<file path="src/rtl/core/kpvt_pkg.sv">
package kpvt_pkg;

	localparam int OP_W = 4;

	localparam logic [OP_W-1:0] OP_TV     = 4'd0;
	localparam logic [OP_W-1:0] OP_HA     = 4'd1;
	localparam logic [OP_W-1:0] OP_TA     = 4'd2;
	localparam logic [OP_W-1:0] OP_P10T   = 4'd3;
	localparam logic [OP_W-1:0] OP_P11T   = 4'd4;
	localparam logic [OP_W-1:0] OP_K0I    = 4'd5;
	localparam logic [OP_W-1:0] OP_K1I    = 4'd6;
	localparam logic [OP_W-1:0] OP_P01T   = 4'd7;
	localparam logic [OP_W-1:0] OP_AP01T  = 4'd8;
	localparam logic [OP_W-1:0] OP_K0C    = 4'd9;
	localparam logic [OP_W-1:0] OP_K0P01  = 4'd10;
	localparam logic [OP_W-1:0] OP_K1C    = 4'd11;
	localparam logic [OP_W-1:0] OP_K1P01  = 4'd12;

	localparam int CFG_IDX_W = 3;
	localparam logic [CFG_IDX_W-1:0] CFG_SAMPLE_PERIOD = 3'd0;
	localparam logic [CFG_IDX_W-1:0] CFG_HALF_PERIOD_SQ = 3'd1;
	localparam logic [CFG_IDX_W-1:0] CFG_MEAS_VAR = 3'd2;
	localparam logic [CFG_IDX_W-1:0] CFG_NOISE_PP = 3'd3;
	localparam logic [CFG_IDX_W-1:0] CFG_NOISE_PV = 3'd4;
	localparam logic [CFG_IDX_W-1:0] CFG_NOISE_VV = 3'd5;

	localparam int CFG_DATA_W = 63;

	localparam logic [31:0] RST_SAMPLE_PERIOD = 32'd6554;
	localparam logic [31:0] RST_HALF_PERIOD_SQ = 32'd328;
	localparam logic [62:0] RST_MEAS_VAR = 63'd10214797273574;
	localparam logic [62:0] RST_NOISE_PP = 63'd102148;
	localparam logic [62:0] RST_NOISE_PV = 63'd2042960;
	localparam logic [62:0] RST_NOISE_VV = 63'd40859183;

	typedef struct packed {
		logic            load;
		logic            mul_start;
		logic            mul_wb;
		logic            div_start;
		logic            div_wb;
		logic            commit;
		logic [OP_W-1:0] op;
	} cmd_t;

	typedef struct packed {
		logic mul_done;
		logic div_done;
	} sts_t;

endpackage

</file>
<file path="src/rtl/core/kpvt_ctrl.sv">
module kpvt_ctrl (
	input  logic           clk,
	input  logic           arst_n,
	input  logic           s_tvalid,
	output logic           s_tready,
	input  logic           m_tready,
	output logic           m_tvalid,
	input  kpvt_pkg::sts_t sts,
	output kpvt_pkg::cmd_t cmd
);

	localparam logic [2:0] S_IDLE = 3'd0;
	localparam logic [2:0] S_MUL = 3'd1;
	localparam logic [2:0] S_MWAIT = 3'd2;
	localparam logic [2:0] S_DIV = 3'd3;
	localparam logic [2:0] S_DWAIT = 3'd4;
	localparam logic [2:0] S_OUT = 3'd5;

	logic [2:0]                    state_q;
	logic [kpvt_pkg::OP_W-1:0]     op_q;
	logic                          mval_q;

	always_comb begin
		cmd = '0;
		cmd.op = op_q;
		case (state_q)
			S_IDLE: cmd.load = s_tvalid;
			S_MUL: cmd.mul_start = 1'b1;
			S_MWAIT: cmd.mul_wb = sts.mul_done;
			S_DIV: cmd.div_start = 1'b1;
			S_DWAIT: cmd.div_wb = sts.div_done;
			S_OUT: cmd.commit = !mval_q || m_tready;
			default: cmd = '0;
		endcase
	end

	assign s_tready = (state_q == S_IDLE);
	assign m_tvalid = mval_q;

	always_ff @(posedge clk or negedge arst_n) begin
		if (!arst_n) begin
			state_q <= S_IDLE;
			op_q <= kpvt_pkg::OP_TV;
			mval_q <= 1'b0;
		end else begin
			if (cmd.commit) begin
				mval_q <= 1'b1;
			end else if (m_tready) begin
				mval_q <= 1'b0;
			end
			case (state_q)
				S_IDLE: begin
					if (s_tvalid) begin
						op_q <= kpvt_pkg::OP_TV;
						state_q <= S_MUL;
					end
				end
				S_MUL: state_q <= S_MWAIT;
				S_MWAIT: begin
					if (sts.mul_done) begin
						if (op_q == kpvt_pkg::OP_P11T) begin
							state_q <= S_DIV;
						end else if (op_q == kpvt_pkg::OP_K1P01) begin
							state_q <= S_OUT;
						end else begin
							op_q <= op_q + kpvt_pkg::OP_W'(1);
							state_q <= S_MUL;
						end
					end
				end
				S_DIV: state_q <= S_DWAIT;
				S_DWAIT: begin
					if (sts.div_done) begin
						op_q <= kpvt_pkg::OP_K0I;
						state_q <= S_MUL;
					end
				end
				S_OUT: begin
					if (cmd.commit) begin
						state_q <= S_IDLE;
					end
				end
				default: state_q <= S_IDLE;
			endcase
		end
	end

endmodule

</file>
<file path="config.mk">
export PLATFORM = sky130hd
export DESIGN_NAME = kpvt_ctrl
export DESIGN_NICKNAME = d
export VERILOG_FILES = /design/src/rtl/core/kpvt_pkg.sv /design/src/rtl/core/kpvt_ctrl.sv
export SDC_FILE = /design/constraint.sdc
export NUM_CORES = 1
export LEC_CHECK = 0
export BUFFER_PORTS_ARGS = -buffer_cell sky130_fd_sc_hd__buf_4
export CORE_AREA = 2 2 39 41
export DETAILED_ROUTE_END_ITERATION = 8
export DIE_AREA = 0 0 41 43
export PLACE_DENSITY = 0.75
export SYNTH_ARGS = -nofsm -noshare
export SYNTH_HDL_FRONTEND = slang
export SYNTH_SLANG_ARGS = --single-unit
</file>
<file path="constraint.sdc">
create_clock -name clk -period 1.7 [get_ports clk]
set_input_delay 0.34 -clock clk [delete_from_list [all_inputs] [get_ports clk]]
set_output_delay 0.34 -clock clk [all_outputs]
set_load 0.01 [all_outputs]
</file>
# Word-level counts from Yosys, hierarchy flattened
# Cells that the tools add are included.
dict set report op_classes {
  n_addsub 1
  n_mul 0
  div_mod_pow 0
  order_cmp 0
  eq_ne 13
  n_shift 0
  mux 22
  n_bitwise 0
  n_reduce_logical 8
}
# cell count
set op_table {}
lappend op_table {{4-bit 2-to-1 mux} 6}
lappend op_table {{3-bit 2-to-1 mux} 6}
lappend op_table {{3-bit one-hot mux with 6 select lines} 1}
lappend op_table {{2-bit != test, second input constant} 6}
lappend op_table {{4-bit one-hot mux with 3 select lines} 1}
lappend op_table {{1-bit 2-to-1 mux} 8}
lappend op_table {{3-bit by 2-bit == test with 1-bit output, second input constant} 2}
lappend op_table {{3-bit == test, second input constant} 2}
lappend op_table {{6-bit AND reduction} 1}
lappend op_table {{6-bit OR reduction} 1}
lappend op_table {{4-bit by 1-bit adder with 4-bit output, second input constant} 1}
lappend op_table {{4-bit by 3-bit == test with 1-bit output, second input constant} 1}
lappend op_table {{4-bit == test, second input constant} 1}
lappend op_table {{4-bit AND reduction} 1}
lappend op_table {{3-bit by 1-bit == test with 1-bit output, second input constant} 1}
lappend op_table {{3-bit zero test} 1}
lappend op_table {{3-bit nonzero test} 1}
lappend op_table {{2-bit nonzero test} 1}
lappend op_table {{1-bit zero test} 1}
lappend op_table {{1-bit logical OR} 1}
dict set report totals {
  regBits 8
  latchBits 0
  ramBits 0
  mem_bits_ro 0
  input_bits 6
  out_inout_bits 12
  elab_cells 47
  n_memories 0
}

# Logic depth before layout (Yosys ltp)
dict set report logic_depth {
  word_depth 5
  ltp_mapped 6
}

# Least setup slack after synthesis
# OpenSTA, ideal clock, no wires.
dict set report synth_timing {
  kind {register to output}
  startpoint {register state_q[1]}
  endpoint {output cmd[9] (netlist name)}
  t_arrival_ns 1.138
  required_ns 1.360
  setup_slack_ns 0.222
  stages_incl_launch_ff 4
  n_path_buf 1
  cell_sequence {dfrtp_1 > clkbuf_1 > nor3_1 > and2_1}
}
# element line
set synth_rtl {}
lappend synth_rtl {{start, declared} kpvt_ctrl.sv:19} ;# logic [2:0] state_q;
lappend synth_rtl {{start signal, assigned} kpvt_ctrl.sv:42} ;# state_q <= S_IDLE;
lappend synth_rtl {{start signal, assigned} kpvt_ctrl.sv:55} ;# state_q <= S_MUL;
lappend synth_rtl {{start signal, assigned} kpvt_ctrl.sv:58} ;# S_MUL: state_q <= S_MWAIT;
lappend synth_rtl {{end, declared} kpvt_ctrl.sv:9} ;# output kpvt_pkg::cmd_t cmd

==> flow_metrics.py <==
metrics = {
    "run_status": {
        "outcome": "complete, no violations",
    },
    "sta": {
        "fin_crit_sh_pct": 97.2,
        "rsz0062_at_grt": "yes",
        "fin_setup_tns_ns": 0,
        "slew-limit-headroom_pct": 75.6,
        "hold_viol": 0,
        "setup_ws_ns": 0.0483,
        "max_freq_ghz": 0.605,
        "fin_skew_ns": 0.00336,
        "setup_viol": 0,
        "slew_violations": 0,
        "worst_pin_slew_ns": 0.365,
        "fin_crit_ns": 1.65,
    },
    "placed_design": {
        "place_congestion": 0.866,
        "io_buffers": 17,
        "preCtsSetupSlack_ns": 0.109,
        "hpwl_microns": 1050,
        "dpl-instance-area_sq_um": 737,
    },
    "drt": {
        "routed_wl_microns": 1530,
        "vias": 605,
        "ant_nets": 0,
        "drt_iter0_markers": 18,
        "wl_per_cell_microns": 14.1,
        "drc": 0,
        "dr.pass1.iters": 4,
        "viasPerCell": 5.60,
    },
    "worst_hold_path": {
        "hold_class": "in -> reg",
    },
    "die": {
        "io_pins": 18,
        "fp.dieArea_sq_um": 1760,
        "initial_core_util_pct": 41.2,
        "die_h_microns": 43,
        "core-area_sq_um": 1380,
        "die_x_microns": 41,
        "rows": 14,
    },
    "critical_path": {
        "crit_arrival_ns": 1.31,
        "startpoint_type": "flip-flop",
        "worst_path_most_repeated_cell": "buf_4",
        "critical_path_class": "reg -> out",
        "crit_fanout": 10,
        "worstPathRequired_ns": 1.36,
        "cp_slowest_cell": "dfrtp_1",
        "cp-end-kind": "output port",
        "cp_cell_sequence": "buf_4 > nor3_1 > and2_1 > buf_4",
        "cpPeakStageDelay_ns": 0.38,
    },
    "final_layout": {
        "design_area_sq_um": 807,
        "area_delta_synth_final_pct": 41.4,
        "antenna_cells": 0,
        "fin_nets": 102,
        "drive_gt1_share_pct": 32.6,
    },
    "synthesis": {
        "synth.area.top_cells": "dfrtp_1, and2_1, ha_1, nand2b_1, nand3_1",
        "syn_inst": 69,
        "ys_ff_latch": 8,
        "synth_area_per_cell_sq_um": 8.27,
        "yosysWarnings": 0,
        "synth_cell_types": 29,
        "synth_fp_nets": 77,
        "synth_top_area_cell": "dfrtp_1",
        "synth_top_area_share_pct": 35.1,
        "netlist_area_sq_um": 571,
        "synth-seq-area-share_pct": 35.1,
    },
    "grt": {
        "gr-total-overflow": 0,
        "grt_pass1_wl_microns": 2170,
        "antenna_found_initial": 0,
        "track_usage_pct": 18.6,
        "grt_max_degree": 15,
        "grt_pass1_vias": 492,
    },
    "cts": {
        "cts_tree": "yes",
        "numCtsBuffers": 3,
        "cts.sinks": 8,
        "clock_path_buffers": 2,
        "htreeDepth": 1,
        "root_buffer": "clkbuf_4",
        "insertion_delay_ns": 0.27,
        "path_clk_slew_ns": 0.05,
    },
    "power": {
        "p_per_area_nw_per_um2": 1710,
        "vdd_drop_max_v": 0.000769,
        "p_leak_nw": 0.382,
        "p_total_mw": 1.38,
    },
    "flow_run": {
        "cap_violations": 0,
    },
}
==> synthesized netlist by cell type <==
cell type  count
a21o_1         1
ha_1           2
nand2b_1       4
a221o_1        1
or3_1          1
or3b_1         1
o32ai_1        1
nand3_1        5
inv_1          6
a31oi_1        2
nor3b_1        1
or4_1          1
dfrtp_1        8
and3_1         1
nand2_1        4
a21boi_0       1
a21oi_1        3
o221ai_2       1
o21ai_0        4
mux2i_1        1
nor2_1         3
a211o_1        1
clkbuf_1       3
and2_1         4
nor3_1         5
mux2_1         1
nor2b_1        1
o21bai_1       1
o41ai_1        1
==> cell usage in the layout (no fill, tap or decap) <==
| cell | instances |
|---|---|
| a21o_1 | 1 |
| dfrtp_2 | 2 |
| nor3b_1 | 1 |
| or3_1 | 1 |
| dfrtp_1 | 6 |
| or3b_1 | 1 |
| a211o_1 | 1 |
| or4_1 | 1 |
| clkbuf_4 | 3 |
| a221o_1 | 1 |
| buf_4 | 21 |
| mux2i_1 | 1 |
| nor2b_1 | 1 |
| a31oi_1 | 2 |
| o41ai_1 | 1 |
| o32ai_1 | 1 |
| nor3_1 | 4 |
| buf_6 | 1 |
| nand2b_1 | 3 |
| nand3_1 | 5 |
| ha_1 | 2 |
| and2_1 | 4 |
| a21oi_1 | 3 |
| mux2_1 | 1 |
| nor2_1 | 3 |
| nand2b_4 | 1 |
| o21bai_1 | 1 |
| dlygate4sd3_1 | 1 |
| inv_1 | 6 |
| o221ai_4 | 1 |
| o21ai_0 | 4 |
| nand2_1 | 4 |
| a21boi_0 | 1 |
| nor3_2 | 1 |
| and3_1 | 1 |
==> registers in the layout (all words and copies together), names as in the netlist <==
signal / cells
op_q: 4
state_q: 3
m_tvalid: 1
==> final timing paths <==
check                                 from          to  slack [ns]  depth (start not counted)
worst max register to register  state_q[1]     op_q[2]        0.09                          5
worst max-delay path            state_q[1]      cmd[5]        0.05                          4
worst min register to register     op_q[3]     op_q[3]        0.60                          1
worst min-delay path                sts[0]  state_q[2]        0.41                          3
max in group asynchronous           arst_n     op_q[0]        1.13                          2
min in group asynchronous           arst_n  state_q[1]        0.43                          2
==> worst max-delay path: cells and delay by family, from the launching register on <==
| kind | cells | cell delay (ns) |
|---|---|---|
| flops | 1 | 0.38 |
| buf+inv | 2 | 0.29 |
| simple gates | 2 | 0.38 |
==> metal layers <==
layer | vias to the layer above | GRT usage (%) | wire, microns
li1 | 295 | - | -
met1 | 287 | 26.3 | 687
met2 | 18 | 24.1 | 715
met3 | 5 | 6.28 | 92
met4 | 0 | 10.0 | 29
met5 | - | 0 | 0
==> cell families after synthesis <==
logic type | Yosys count | share of synthesized area [%]
DFF | 8 | 35.1
adders and majority gates | 2 | 4.39
AOI/OAI and AO/OA | 17 | 21.3
buffers and inverters | 9 | 5.92
and+or+nand+nor | 31 | 29.6
muxes | 2 | 3.73
==> metrics by stage <==
stage,hold WS (ns),util (%),instances
finish,0.409,58.3,108
global route,0.419,58.3,108
CTS,0.395,56.1,108
detailed placement,0.167,53.3,103
global placement,0.166,53.3,103
floorplan,0.0444,-,69
==> final cells by class <==
type	instances	area [sq um]
well taps	16	20.0
repair buffers	23	179
multi-input cells	52	360
clock buffers	3	22.5
flip-flops and latches	8	203
inverters	6	22.5
fillers	129	577
==> power by group <==
group	total (mW)	switching [mW]	internal, mW
clock network	0.153	0.0716	0.0812
logic	0.863	0.447	0.416
registers	0.363	0.0936	0.270
==> what timing repair did <==
action | 4_1_cts | 5_1_grt
endpoints found under the hold margin | 8 | 0
buffers inserted | 1 | 0
hold buffers | 1 | 0
resized for setup | 0 | 6
endpoints found under the setup margin | 2 | 4
(Power assumes the default switching activity.)
